===== config.mk =====
export PLATFORM = sky130hd
export DESIGN_NAME = json_byte_tokenizer
export DESIGN_NICKNAME = d
export VERILOG_FILES = /design/src/rtl/jbt_pkg.sv /design/src/rtl/jbt_lexer.sv /design/src/rtl/jbt_out_queue.sv /design/src/rtl/json_byte_tokenizer.sv
export SDC_FILE = /design/constraint.sdc
export NUM_CORES = 1
export LEC_CHECK = 0
export BUFFER_PORTS_ARGS = -buffer_cell sky130_fd_sc_hd__buf_4
export CORE_ASPECT_RATIO = 1.1
export CORE_UTILIZATION = 60
export CTS_CLUSTER_SIZE = 20
export DETAILED_ROUTE_END_ITERATION = 7
export PLACE_DENSITY_LB_ADDON = 0.1
export SYNTH_ARGS = -nofsm -noshare
export SYNTH_HDL_FRONTEND = slang
export SYNTH_SLANG_ARGS = --single-unit

===== constraint.sdc =====
create_clock -name i_clk -period 4.09 [get_ports i_clk]
set_input_delay 0.6135 -clock i_clk [delete_from_list [all_inputs] [get_ports i_clk]]
set_output_delay 0.6135 -clock i_clk [all_outputs]
set_load 0.01 [all_outputs]

===== src/rtl/jbt_pkg.sv =====
package jbt_pkg;

    // Result queue sizing: two results may enter per word, one leaves per cycle unless stalled.
    localparam int Q_DEPTH = 4;
    localparam int Q_CNT_W = $clog2(Q_DEPTH + 1);
    localparam int Q_IDX_W = $clog2(Q_DEPTH);

    // Event codes.
    localparam logic [1:0] EV_CONTENT = 2'd0;
    localparam logic [1:0] EV_DONE    = 2'd1;
    localparam logic [1:0] EV_ERROR   = 2'd2;

    // Token kinds.
    localparam logic [3:0] KIND_LBRACK = 4'd0;
    localparam logic [3:0] KIND_RBRACK = 4'd1;
    localparam logic [3:0] KIND_LBRACE = 4'd2;
    localparam logic [3:0] KIND_RBRACE = 4'd3;
    localparam logic [3:0] KIND_COLON  = 4'd4;
    localparam logic [3:0] KIND_COMMA  = 4'd5;
    localparam logic [3:0] KIND_STRING = 4'd6;
    localparam logic [3:0] KIND_INT    = 4'd7;
    localparam logic [3:0] KIND_FLOAT  = 4'd8;
    localparam logic [3:0] KIND_BOOL   = 4'd9;
    localparam logic [3:0] KIND_NULL   = 4'd10;

    // Error codes.
    localparam logic [2:0] ERR_NONE     = 3'd0;
    localparam logic [2:0] ERR_MINUS    = 3'd1;
    localparam logic [2:0] ERR_NUMBER   = 3'd2;
    localparam logic [2:0] ERR_STRING   = 3'd3;
    localparam logic [2:0] ERR_BOOL     = 3'd4;
    localparam logic [2:0] ERR_NULL     = 3'd5;

    // Character codes.
    localparam logic [7:0] CH_LBRACK = 8'h5B;
    localparam logic [7:0] CH_RBRACK = 8'h5D;
    localparam logic [7:0] CH_LBRACE = 8'h7B;
    localparam logic [7:0] CH_RBRACE = 8'h7D;
    localparam logic [7:0] CH_COLON  = 8'h3A;
    localparam logic [7:0] CH_COMMA  = 8'h2C;
    localparam logic [7:0] CH_MINUS  = 8'h2D;
    localparam logic [7:0] CH_DOT    = 8'h2E;
    localparam logic [7:0] CH_QUOTE  = 8'h22;
    localparam logic [7:0] CH_BSLASH = 8'h5C;
    localparam logic [7:0] CH_ZERO   = 8'h30;
    localparam logic [7:0] CH_NINE   = 8'h39;
    localparam logic [7:0] CH_T      = 8'h74;
    localparam logic [7:0] CH_F      = 8'h66;
    localparam logic [7:0] CH_N      = 8'h6E;
    localparam logic [7:0] CH_R      = 8'h72;
    localparam logic [7:0] CH_U      = 8'h75;
    localparam logic [7:0] CH_E      = 8'h65;
    localparam logic [7:0] CH_A      = 8'h61;
    localparam logic [7:0] CH_L      = 8'h6C;
    localparam logic [7:0] CH_S      = 8'h73;
    localparam logic [7:0] CH_NUL    = 8'h00;

    typedef enum logic [2:0] {
        MODE_IDLE   = 3'd0,
        MODE_MINUS  = 3'd1,
        MODE_NUMBER = 3'd2,
        MODE_STRING = 3'd3,
        MODE_BOOL   = 3'd4,
        MODE_NULL   = 3'd5
    } t_mode;

    typedef struct packed {
        logic [7:0] data_byte;
        logic       end_of_input;
    } t_item;

    typedef struct packed {
        logic [1:0] event_res;
        logic [3:0] token_kind;
        logic [7:0] data_byte_out;
        logic [2:0] error_code;
        logic       last;
    } t_result;

    typedef struct packed {
        t_mode      mode;
        logic       bs_odd;
        logic [2:0] lit_pos;
        logic       lit_false;
        logic       lit_mis;
        logic [1:0] int_cnt;
        logic       lead_zero;
        logic [1:0] dot_cnt;
        logic [1:0] frac_len;
    } t_lex_state;

    typedef struct packed {
        logic idle;
    } t_lex_status;

    typedef struct packed {
        logic [Q_CNT_W-1:0] count;
        logic               room;
    } t_q_status;

    function automatic t_result mk_res(input logic [1:0] ev, input logic [3:0] kind,
                                       input logic [7:0] data, input logic [2:0] err);
        t_result r;
        r.event_res     = ev;
        r.token_kind    = kind;
        r.data_byte_out = data;
        r.error_code    = err;
        r.last          = 1'b0;
        return r;
    endfunction

    // Expected character of "true" or "false" at a given position.
    function automatic logic [7:0] bool_char(input logic is_false, input logic [2:0] pos);
        logic [7:0] ch;
        ch = CH_NUL;
        if (is_false) begin
            case (pos)
                3'd0:    ch = CH_F;
                3'd1:    ch = CH_A;
                3'd2:    ch = CH_L;
                3'd3:    ch = CH_S;
                3'd4:    ch = CH_E;
                default: ch = CH_NUL;
            endcase
        end else begin
            case (pos)
                3'd0:    ch = CH_T;
                3'd1:    ch = CH_R;
                3'd2:    ch = CH_U;
                3'd3:    ch = CH_E;
                default: ch = CH_NUL;
            endcase
        end
        return ch;
    endfunction

    function automatic logic [7:0] null_char(input logic [2:0] pos);
        logic [7:0] ch;
        case (pos)
            3'd0:    ch = CH_N;
            3'd1:    ch = CH_U;
            3'd2:    ch = CH_L;
            3'd3:    ch = CH_L;
            default: ch = CH_NUL;
        endcase
        return ch;
    endfunction

endpackage


===== src/rtl/jbt_lexer.sv =====
module jbt_lexer (
    input  logic                i_clk,
    input  logic                i_rst_n,
    input  logic                i_accept,
    input  jbt_pkg::t_item      i_item,
    output logic [1:0]          o_push_cnt,
    output jbt_pkg::t_result    o_res0,
    output jbt_pkg::t_result    o_res1,
    output jbt_pkg::t_lex_status o_status
);
    import jbt_pkg::*;

    t_lex_state r_state;
    t_lex_state n_state;
    t_lex_state id_state;
    logic       id_emit;
    t_result    id_res;
    t_result    fin_res;
    t_result    res0;
    t_result    res1;
    logic [1:0] cnt;

    logic [7:0] c;
    logic       eoi;
    logic       is_digit;
    logic [2:0] lit_len;
    logic [2:0] pos_inc;
    logic       bool_miss;
    logic       null_miss;
    logic       int_ok;
    logic [2:0] num_len;

    assign c         = i_item.data_byte;
    assign eoi       = i_item.end_of_input;
    assign is_digit  = c inside {[CH_ZERO:CH_NINE]};
    assign lit_len   = r_state.lit_false ? 3'd5 : 3'd4;
    assign pos_inc   = r_state.lit_pos + 3'd1;
    assign bool_miss = (r_state.lit_pos >= lit_len)
                       || (c != bool_char(r_state.lit_false, r_state.lit_pos));
    assign null_miss = (r_state.lit_pos >= 3'd4) || (c != null_char(r_state.lit_pos));

    // Number verdict when the token ends.
    assign int_ok  = (r_state.int_cnt == 2'd1) || !r_state.lead_zero;
    assign num_len = {1'b0, r_state.int_cnt} + 3'd1 + {1'b0, r_state.frac_len};

    always_comb begin
        if (r_state.dot_cnt == 2'd0 && int_ok) begin
            fin_res = mk_res(EV_DONE, KIND_INT, CH_NUL, ERR_NONE);
        end else if (r_state.dot_cnt == 2'd1 && int_ok && num_len >= 3'd3) begin
            fin_res = mk_res(EV_DONE, KIND_FLOAT, CH_NUL, ERR_NONE);
        end else begin
            fin_res = mk_res(EV_ERROR, KIND_INT, CH_NUL, ERR_NUMBER);
        end
    end

    // Handling of a byte seen in idle mode, also used for the byte that ends a number.
    always_comb begin
        id_state      = r_state;
        id_state.mode = MODE_IDLE;
        id_emit       = 1'b0;
        id_res        = mk_res(EV_DONE, KIND_LBRACK, c, ERR_NONE);
        case (c)
            CH_QUOTE: begin
                id_state.mode   = MODE_STRING;
                id_state.bs_odd = 1'b0;
            end
            CH_T, CH_F: begin
                id_state.mode      = MODE_BOOL;
                id_state.lit_pos   = 3'd1;
                id_state.lit_false = (c == CH_F);
                id_state.lit_mis   = 1'b0;
            end
            CH_N: begin
                id_state.mode    = MODE_NULL;
                id_state.lit_pos = 3'd1;
                id_state.lit_mis = 1'b0;
            end
            CH_MINUS: begin
                id_state.mode = MODE_MINUS;
            end
            CH_LBRACK: begin
                id_emit = 1'b1;
                id_res  = mk_res(EV_DONE, KIND_LBRACK, c, ERR_NONE);
            end
            CH_RBRACK: begin
                id_emit = 1'b1;
                id_res  = mk_res(EV_DONE, KIND_RBRACK, c, ERR_NONE);
            end
            CH_LBRACE: begin
                id_emit = 1'b1;
                id_res  = mk_res(EV_DONE, KIND_LBRACE, c, ERR_NONE);
            end
            CH_RBRACE: begin
                id_emit = 1'b1;
                id_res  = mk_res(EV_DONE, KIND_RBRACE, c, ERR_NONE);
            end
            CH_COLON: begin
                id_emit = 1'b1;
                id_res  = mk_res(EV_DONE, KIND_COLON, c, ERR_NONE);
            end
            CH_COMMA: begin
                id_emit = 1'b1;
                id_res  = mk_res(EV_DONE, KIND_COMMA, c, ERR_NONE);
            end
            default: begin
                if (is_digit) begin
                    id_state.mode      = MODE_NUMBER;
                    id_state.int_cnt   = 2'd1;
                    id_state.lead_zero = (c == CH_ZERO);
                    id_state.dot_cnt   = 2'd0;
                    id_state.frac_len  = 2'd0;
                    id_emit            = 1'b1;
                    id_res             = mk_res(EV_CONTENT, KIND_INT, c, ERR_NONE);
                end
            end
        endcase
    end

    // Next state.
    always_comb begin
        n_state = r_state;
        if (eoi) begin
            n_state.mode = MODE_IDLE;
        end else begin
            case (r_state.mode)
                MODE_MINUS: begin
                    if (is_digit) begin
                        n_state.mode      = MODE_NUMBER;
                        n_state.int_cnt   = 2'd1;
                        n_state.lead_zero = (c == CH_ZERO);
                        n_state.dot_cnt   = 2'd0;
                        n_state.frac_len  = 2'd0;
                    end else begin
                        n_state.mode = MODE_IDLE;
                    end
                end
                MODE_NUMBER: begin
                    if (is_digit) begin
                        if (r_state.dot_cnt == 2'd0) begin
                            if (r_state.int_cnt < 2'd2) begin
                                n_state.int_cnt = r_state.int_cnt + 2'd1;
                            end
                        end else if (r_state.frac_len < 2'd2) begin
                            n_state.frac_len = r_state.frac_len + 2'd1;
                        end
                    end else if (c == CH_DOT) begin
                        if (r_state.dot_cnt < 2'd2) begin
                            n_state.dot_cnt = r_state.dot_cnt + 2'd1;
                        end
                    end else begin
                        n_state = id_state;
                    end
                end
                MODE_STRING: begin
                    if (c == CH_QUOTE && !r_state.bs_odd) begin
                        n_state.mode = MODE_IDLE;
                    end else begin
                        n_state.bs_odd = (c == CH_BSLASH) ? !r_state.bs_odd : 1'b0;
                    end
                end
                MODE_BOOL: begin
                    n_state.lit_mis = r_state.lit_mis | bool_miss;
                    n_state.lit_pos = pos_inc;
                    if (pos_inc >= lit_len) begin
                        n_state.mode = MODE_IDLE;
                    end
                end
                MODE_NULL: begin
                    n_state.lit_mis = r_state.lit_mis | null_miss;
                    n_state.lit_pos = pos_inc;
                    if (pos_inc >= 3'd4) begin
                        n_state.mode = MODE_IDLE;
                    end
                end
                default: begin
                    n_state = id_state;
                end
            endcase
        end
    end

    // Results of this word.
    always_comb begin
        cnt  = 2'd0;
        res0 = id_res;
        res1 = id_res;
        if (eoi) begin
            case (r_state.mode)
                MODE_MINUS: begin
                    cnt  = 2'd1;
                    res0 = mk_res(EV_ERROR, KIND_INT, CH_NUL, ERR_MINUS);
                end
                MODE_NUMBER: begin
                    cnt  = 2'd1;
                    res0 = fin_res;
                end
                MODE_STRING: begin
                    cnt  = 2'd1;
                    res0 = mk_res(EV_ERROR, KIND_STRING, CH_NUL, ERR_STRING);
                end
                MODE_BOOL: begin
                    cnt  = 2'd1;
                    res0 = mk_res(EV_ERROR, KIND_BOOL, CH_NUL, ERR_BOOL);
                end
                MODE_NULL: begin
                    cnt  = 2'd1;
                    res0 = mk_res(EV_ERROR, KIND_NULL, CH_NUL, ERR_NULL);
                end
                default: begin
                    cnt = 2'd0;
                end
            endcase
        end else begin
            case (r_state.mode)
                MODE_MINUS: begin
                    cnt = 2'd1;
                    if (is_digit) begin
                        cnt  = 2'd2;
                        res0 = mk_res(EV_CONTENT, KIND_INT, CH_MINUS, ERR_NONE);
                        res1 = mk_res(EV_CONTENT, KIND_INT, c, ERR_NONE);
                    end else begin
                        res0 = mk_res(EV_ERROR, KIND_INT, CH_NUL, ERR_MINUS);
                    end
                end
                MODE_NUMBER: begin
                    if (is_digit || c == CH_DOT) begin
                        cnt  = 2'd1;
                        res0 = mk_res(EV_CONTENT, KIND_INT, c, ERR_NONE);
                    end else begin
                        cnt  = id_emit ? 2'd2 : 2'd1;
                        res0 = fin_res;
                        res1 = id_res;
                    end
                end
                MODE_STRING: begin
                    cnt = 2'd1;
                    if (c == CH_QUOTE && !r_state.bs_odd) begin
                        res0 = mk_res(EV_DONE, KIND_STRING, CH_NUL, ERR_NONE);
                    end else begin
                        res0 = mk_res(EV_CONTENT, KIND_STRING, c, ERR_NONE);
                    end
                end
                MODE_BOOL: begin
                    if (pos_inc >= lit_len) begin
                        cnt = 2'd1;
                        if (r_state.lit_mis || bool_miss) begin
                            res0 = mk_res(EV_ERROR, KIND_BOOL, CH_NUL, ERR_BOOL);
                        end else begin
                            res0 = mk_res(EV_DONE, KIND_BOOL,
                                          {7'd0, !r_state.lit_false}, ERR_NONE);
                        end
                    end
                end
                MODE_NULL: begin
                    if (pos_inc >= 3'd4) begin
                        cnt = 2'd1;
                        if (r_state.lit_mis || null_miss) begin
                            res0 = mk_res(EV_ERROR, KIND_NULL, CH_NUL, ERR_NULL);
                        end else begin
                            res0 = mk_res(EV_DONE, KIND_NULL, CH_NUL, ERR_NONE);
                        end
                    end
                end
                default: begin
                    cnt  = id_emit ? 2'd1 : 2'd0;
                    res0 = id_res;
                end
            endcase
        end
        // The final result of the word carries the last flag.
        if (cnt == 2'd1) begin
            res0.last = 1'b1;
        end
        if (cnt == 2'd2) begin
            res1.last = 1'b1;
        end
    end

    always_ff @(posedge i_clk) begin
        if (!i_rst_n) begin
            r_state <= '{MODE_IDLE, 1'b0, 3'd0, 1'b0, 1'b0, 2'd0, 1'b0, 2'd0, 2'd0};
        end else if (i_accept) begin
            r_state <= n_state;
        end
    end

    assign o_push_cnt  = cnt;
    assign o_res0      = res0;
    assign o_res1      = res1;
    assign o_status.idle = (r_state.mode == MODE_IDLE);

endmodule


===== src/rtl/jbt_out_queue.sv =====
module jbt_out_queue (
    input  logic             i_clk,
    input  logic             i_rst_n,
    input  logic [1:0]       i_push_cnt,
    input  jbt_pkg::t_result i_res0,
    input  jbt_pkg::t_result i_res1,
    input  logic             i_pop,
    output jbt_pkg::t_result o_head,
    output jbt_pkg::t_q_status o_status
);
    import jbt_pkg::*;

    // Shifting queue: entry zero is always the head.
    t_result [Q_DEPTH-1:0] r_q;
    t_result [Q_DEPTH-1:0] n_q;
    logic [Q_CNT_W-1:0]    r_count;
    logic [Q_CNT_W-1:0]    n_count;
    logic [Q_CNT_W-1:0]    base;
    logic [Q_IDX_W-1:0]    base_next;

    always_comb begin
        n_q = r_q;
        if (i_pop) begin
            for (int i = 0; i < Q_DEPTH - 1; i++) begin
                n_q[i] = r_q[i + 1];
            end
        end
        base      = r_count - Q_CNT_W'(i_pop);
        base_next = base[Q_IDX_W-1:0] + Q_IDX_W'(1);
        if (i_push_cnt != 2'd0) begin
            n_q[base[Q_IDX_W-1:0]] = i_res0;
        end
        if (i_push_cnt == 2'd2) begin
            n_q[base_next] = i_res1;
        end
        n_count = base + Q_CNT_W'(i_push_cnt);
    end

    always_ff @(posedge i_clk) begin
        if (!i_rst_n) begin
            r_count <= '0;
        end else begin
            r_count <= n_count;
        end
    end

    always_ff @(posedge i_clk) begin
        r_q <= n_q;
    end

    assign o_head         = r_q[0];
    assign o_status.count = r_count;
    assign o_status.room  = (r_count <= Q_CNT_W'(Q_DEPTH - 2));

endmodule


===== src/rtl/json_byte_tokenizer.sv =====
// Streaming JSON tokenizer, one character byte per input word.
// Input channel: i_in_valid / o_in_stall carry i_in_word, holding a data byte and an
// end-of-input flag. A word is taken at a rising edge where valid is high and stall low.
// Output channel: o_out_valid / i_out_stall carry o_out_word, one result per word:
// content bytes, token completions and errors, with the last flag on the final result
// that a given input word causes. An input word gives zero, one or two results.
// Latency: the results of a word are written into the result queue at the edge that
// accepts it; the first is offered in the following cycle if the queue held none before.
// Throughput: one input word per cycle while each word gives at most one result and the
// receiver does not stall; a word that gives two results needs the single output port
// for both, so the output port sets the sustained rate at one result per cycle.
// Stalling: a four-entry result queue parts the two sides. Input is taken while the
// queue has room for two more results, so every result of a taken word fits at once.
// Reset: synchronous and active low; the lexer returns to idle and the queue empties.
module json_byte_tokenizer (
    input  logic             i_clk,
    input  logic             i_rst_n,
    input  logic             i_in_valid,
    output logic             o_in_stall,
    input  jbt_pkg::t_item   i_in_word,
    output logic             o_out_valid,
    input  logic             i_out_stall,
    output jbt_pkg::t_result o_out_word
);
    import jbt_pkg::*;

    logic        accept;
    logic        pop;
    logic [1:0]  lex_cnt;
    logic [1:0]  push_cnt;
    t_result     lex_res0;
    t_result     lex_res1;
    t_lex_status lex_status;
    t_q_status   q_status;

    // Stall depends only on the queue fill, never on the input valid.
    assign o_in_stall  = !q_status.room;
    assign accept      = i_in_valid && !o_in_stall;
    assign o_out_valid = (q_status.count != '0);
    assign pop         = o_out_valid && !i_out_stall;
    assign push_cnt    = accept ? lex_cnt : 2'd0;

    jbt_lexer u_lexer (
        .i_clk      (i_clk),
        .i_rst_n    (i_rst_n),
        .i_accept   (accept),
        .i_item     (i_in_word),
        .o_push_cnt (lex_cnt),
        .o_res0     (lex_res0),
        .o_res1     (lex_res1),
        .o_status   (lex_status)
    );

    jbt_out_queue u_queue (
        .i_clk      (i_clk),
        .i_rst_n    (i_rst_n),
        .i_push_cnt (push_cnt),
        .i_res0     (lex_res0),
        .i_res1     (lex_res1),
        .i_pop      (pop),
        .o_head     (o_out_word),
        .o_status   (q_status)
    );

    // The queue never holds more than its depth.
    a_count_bound: assert property (@(posedge i_clk) disable iff (!i_rst_n)
        q_status.count <= Q_CNT_W'(Q_DEPTH))
        else $error("result queue overfilled");

    // Fill count follows pushes and pops exactly.
    a_count_track: assert property (@(posedge i_clk) disable iff (!i_rst_n)
        $past(i_rst_n) |-> q_status.count == Q_CNT_W'($past(q_status.count)
            + Q_CNT_W'($past(push_cnt)) - Q_CNT_W'($past(pop))))
        else $error("result queue count lost track");

    // End of input always leaves the lexer idle.
    a_eoi_idle: assert property (@(posedge i_clk) disable iff (!i_rst_n)
        accept && i_in_word.end_of_input |=> lex_status.idle)
        else $error("lexer not idle after end of input");

    // A word that gives two results marks only the second as last.
    a_last_flag: assert property (@(posedge i_clk) disable iff (!i_rst_n)
        push_cnt == 2'd2 |-> !lex_res0.last && lex_res1.last)
        else $error("last flag misplaced");

endmodule

==> impl_results.html <==
<table>
<tr><th>Metric</th><th>Value</th></tr>
<tr><th colspan="2">Drt</th></tr>
<tr><td>Starting DRC count in detailed routing</td><td>533</td></tr>
<tr><td>Overall routed net length</td><td>19900 µm</td></tr>
<tr><td>Met3 layer wire length in the routed design</td><td>1630 µm</td></tr>
<tr><td>Residual DRC</td><td>0</td></tr>
<tr><td>Number of iterations in the first detailed-routing pass</td><td>6</td></tr>
<tr><td>Wire length on met1</td><td>8070 µm</td></tr>
<tr><td>Routed vias</td><td>6340</td></tr>
<tr><td>Uppermost layer routed</td><td>met4</td></tr>
<tr><td>Ratio of routed vias to standard cells</td><td>6.77</td></tr>
<tr><td>Count of antenna-violating nets left after detailed routing</td><td>0</td></tr>
<tr><td>Drt wl/cell</td><td>21.2 µm</td></tr>
<tr><td>Detailed route wirelength on metal2</td><td>9550 µm</td></tr>
<tr><th colspan="2">GRT</th></tr>
<tr><td>Number of global-route vias before repair</td><td>5677</td></tr>
<tr><td>Grt ovf</td><td>0</td></tr>
<tr><td>Global-route usage over all layers</td><td>0.361</td></tr>
<tr><td>First-pass GRT wire length</td><td>30800 µm</td></tr>
<tr><td>Maximum number of pins on one net before global-route repair</td><td>55</td></tr>
<tr><td>Number of antenna violations at the first check in global routing</td><td>0</td></tr>
<tr><th colspan="2">Floorplan</th></tr>
<tr><td>Total I/O pin count</td><td>33</td></tr>
<tr><td>Die span in y</td><td>110 µm</td></tr>
<tr><td>Horizontal extent of the die</td><td>100 µm</td></tr>
<tr><td>Core footprint</td><td>10300 µm²</td></tr>
<tr><td>Starting utilization of the core area</td><td>0.616</td></tr>
<tr><td>Number of placement rows</td><td>39</td></tr>
<tr><td>Area of the die</td><td>11000 µm²</td></tr>
<tr><th colspan="2">Clock tree</th></tr>
<tr><td>Total clock sinks</td><td>91</td></tr>
<tr><td>CTS Root Buffer Type</td><td>clkbuf_16</td></tr>
<tr><td>Worst-skew pair later-pin latency</td><td>0.35 ns</td></tr>
<tr><td>Clock-pin slew on the worst setup and hold paths</td><td>0.07 ns</td></tr>
<tr><td>CTS resizes</td><td>0</td></tr>
<tr><td>Setup Buffers After CTS</td><td>0</td></tr>
<tr><td>Maximum clock insertion buffer count</td><td>2</td></tr>
<tr><td>H-tree Lvls</td><td>3</td></tr>
<tr><td>Total of hold buffers inserted after clock tree synthesis</td><td>0</td></tr>
<tr><td>CTS tree</td><td>done</td></tr>
<tr><td>Clock buffer count from CTS</td><td>9</td></tr>
<tr><th colspan="2">Hold path</th></tr>
<tr><td>Hold path start</td><td>u_queue.r_q[55]</td></tr>
<tr><td>Hold Path Sink</td><td>u_queue.r_q[55]</td></tr>
<tr><td>Tightest Hold Check Type</td><td>register to register</td></tr>
<tr><td>Cell depth of the worst hold path</td><td>2</td></tr>
<tr><th colspan="2">Logic synthesis</th></tr>
<tr><td>Leading area contributor after synthesis</td><td>dfxtp_1</td></tr>
<tr><td>Cell area after technology mapping</td><td>6370 µm²</td></tr>
<tr><td>Fraction of registers with async set or reset after synthesis</td><td>0</td></tr>
<tr><td>Average footprint of a synthesized cell</td><td>7.91 µm²</td></tr>
<tr><td>Syn Inst Count</td><td>806</td></tr>
<tr><td>Post-Syn Nets</td><td>836</td></tr>
<tr><td>Number of register bits inferred by synthesis</td><td>91</td></tr>
<tr><td>Top cell type's share of synthesized area</td><td>0.286</td></tr>
<tr><td>List of most frequent post-synthesis cells</td><td>nand2_1, dfxtp_1, nor2_1</td></tr>
<tr><td>Cell with the most instances after synthesis</td><td>nand2_1</td></tr>
<tr><td>Predominant post-synthesis flop cell</td><td>dfxtp_1</td></tr>
<tr><td>Number of synthesized flops with an enable pin</td><td>0</td></tr>
<tr><td>Synth cell types</td><td>103</td></tr>
<tr><td>Number of warnings issued by yosys</td><td>0</td></tr>
<tr><td>Top area cells in the synthesized netlist</td><td>dfxtp_1, nand2_1, nor2_1</td></tr>
<tr><td>Share of synthesized area occupied by flip-flops and latches</td><td>0.286</td></tr>
<tr><th colspan="2">Critical path</th></tr>
<tr><td>Launching element of the worst setup path</td><td>u_lexer.r_state[11]</td></tr>
<tr><td>Critical-path maximum fanout</td><td>12</td></tr>
<tr><td>Endpoint arrival time on the critical path</td><td>3.77 ns</td></tr>
<tr><td>Type of element launching the critical path</td><td>register</td></tr>
<tr><td>Worst Path Class, Setup</td><td>register to register</td></tr>
<tr><td>Crit. End Element</td><td>register</td></tr>
<tr><td>R2r startpoint</td><td>u_lexer.r_state[11]</td></tr>
<tr><td>Critical path required time</td><td>4.29 ns</td></tr>
<tr><td>Worst-case reg-to-reg path depth</td><td>9</td></tr>
<tr><td>Register-to-register setup slack</td><td>0.53 ns</td></tr>
<tr><td>Endpoint of the worst-slack reg-to-reg timing path</td><td>u_queue.o_head[16]</td></tr>
<tr><th colspan="2">Cells and area</th></tr>
<tr><td>Area added between synthesis and finish</td><td>6.67%</td></tr>
<tr><td>Number of filler instances in the final layout</td><td>899</td></tr>
<tr><td>Final nets</td><td>819</td></tr>
<tr><td>Multi-input logic area</td><td>4030 µm²</td></tr>
<tr><td>Area occupied by registers</td><td>1820 µm²</td></tr>
<tr><td>Antenna Cells</td><td>0</td></tr>
<tr><td>Proportion of layout cells with a drive suffix above 1</td><td>0.136</td></tr>
<tr><th colspan="2">Pwr</th></tr>
<tr><td>Sequential share of power</td><td>0.404</td></tr>
<tr><td>Pleak</td><td>2.58 nW</td></tr>
<tr><td>Power Density</td><td>451 nW/µm²</td></tr>
<tr><td>Switching power as a share of total power</td><td>0.345</td></tr>
<tr><td>Internal power of the cells</td><td>0.00201 W</td></tr>
<tr><td>Share of power burned in combinational logic</td><td>0.315</td></tr>
<tr><td>Worst-case vdd ir drop</td><td>0.000275 V</td></tr>
<tr><td>Overall power after layout</td><td>0.00307 W</td></tr>
<tr><td>Net load switching power</td><td>0.00106 W</td></tr>
<tr><td>Portion of total power attributed to the clock network</td><td>0.281</td></tr>
<tr><th colspan="2">Status</th></tr>
<tr><td>Result of the run</td><td>finished, final reports clean</td></tr>
<tr><th colspan="2">Timing</th></tr>
<tr><td>Setup total negative slack</td><td>0 ns</td></tr>
<tr><td>Final hold violations</td><td>0</td></tr>
<tr><td>Maximum clock frequency</td><td>281 MHz</td></tr>
<tr><td>Final clock skew</td><td>0.00671 ns</td></tr>
<tr><td>Unrepaired setup endpoints after global routing</td><td>no</td></tr>
<tr><td>Final setup violation count</td><td>0</td></tr>
<tr><td>Period utilization</td><td>0.871</td></tr>
<tr><td>Time the worst path needs with I/O delays and setup</td><td>3.56 ns</td></tr>
<tr><td>Max Transition Viols Final</td><td>0</td></tr>
<tr><td>Worst relative slew slack</td><td>0.424</td></tr>
<tr><td>Transition time at the pin with the least slew margin</td><td>0.863 ns</td></tr>
<tr><th colspan="2">Placed design</th></tr>
<tr><td>Port Buf Inserts</td><td>32</td></tr>
<tr><td>Placer's final routability congestion estimate</td><td>0.963</td></tr>
<tr><td>Post-DP HPWL</td><td>14300 µm</td></tr>
<tr><th colspan="2">Flow run</th></tr>
<tr><td>Reported max-cap violation count</td><td>0</td></tr>
</table>
## cells in the final DEF, fill, tap and decap left out, drive strengths merged, types with 12 or more instances in the layout
cell,count
nor3,18
a211oi,33
a21oi,34
nand2,112
and2,20
nand2b,13
ha,15
nor2b,12
dfxtp,91
buf,49
inv,26
mux2i,14
and3,24
o21ai,43
nor2,67
nand3,26
a2111oi,13
o211ai,12
## registers in the layout (all words and copies together) (netlist names), named ones only
signal	flops
u_queue.o_head	18
u_queue.r_count	3
u_lexer.r_state	15
u_queue.r_q	54
## routing by layer
| layer | global-route usage | vias up |
|---|---|---|
| li1 | - | 2918 |
| met2 | 0.604 | 356 |
| met3 | 0.0523 | 51 |
| met1 | 0.462 | 3015 |
| met4 | 0.167 | 0 |
| met5 | 0 | - |
## critical path, stage by stage, from the launching register on
cell,delay [ns]
dfxtp_1,0.56
inv_1,0.19
ha_1,0.46
nand2b_1,0.20
o21ai_0,0.33
o22ai_1,0.17
o21ai_2,0.32
a41oi_1,0.26
a211oi_1,0.74
a31oi_1,0.18
## power groups by stage
| stage | logic [W] | registers, W | clock network (W) |
|---|---|---|---|
| floorplan | 0.000786 | 0.00121 | 0 |
| global placement | 0.000939 | 0.00124 | 0 |
| detailed placement | 0.000958 | 0.00126 | 0 |
| CTS | 0.000962 | 0.00124 | 0.000871 |
| global route | 0.00106 | 0.00126 | 0.000901 |
| finish | 0.000967 | 0.00124 | 0.000864 |
## worst max-delay path by stage
stage                               to  slack (ns)  cells after the start
finish              u_queue.o_head[16]        0.53                      9
global route        u_queue.o_head[16]        0.40                      9
CTS                 u_queue.o_head[16]        0.69                      9
detailed placement     u_queue.r_q[62]        0.67                      9
global placement    u_queue.o_head[16]        0.71                      9
floorplan              u_queue.r_q[58]        0.74                     14
## stage by stage
stage                     setup WS [ns]  hold slack (ns)  cell area [µm²]  utilization  instances
after floorplan                   0.742            0.435             6370            -        806
after global placement            0.709            0.449             6500        0.628        921
after detailed placement          0.670            0.455             6500        0.628        921
after CTS                         0.688            0.465             6800        0.657        937
after global routing              0.403            0.486             6800        0.657        937
final                             0.526            0.467             6800        0.657        937
## cell families after synthesis
logic type      Yosys count  share of synthesized area
fa+ha+maj                17                     0.0357
buf+inv                 103                     0.0821
flops                    91                      0.286
xor+xnor                  7                    0.00962
compound gates          223                      0.272
simple gates            348                      0.287
mux                      17                     0.0273
## cell type report
type	instances	area share
clock inverter	6	0.0107
multi-input combinational	612	0.593
clock buffer	10	0.0337
sequential	91	0.268
inverter	26	0.0144
timing repair buffer	49	0.0541
tap	143	0.0263
No activity file was read; power rests on OpenSTA's default activity.
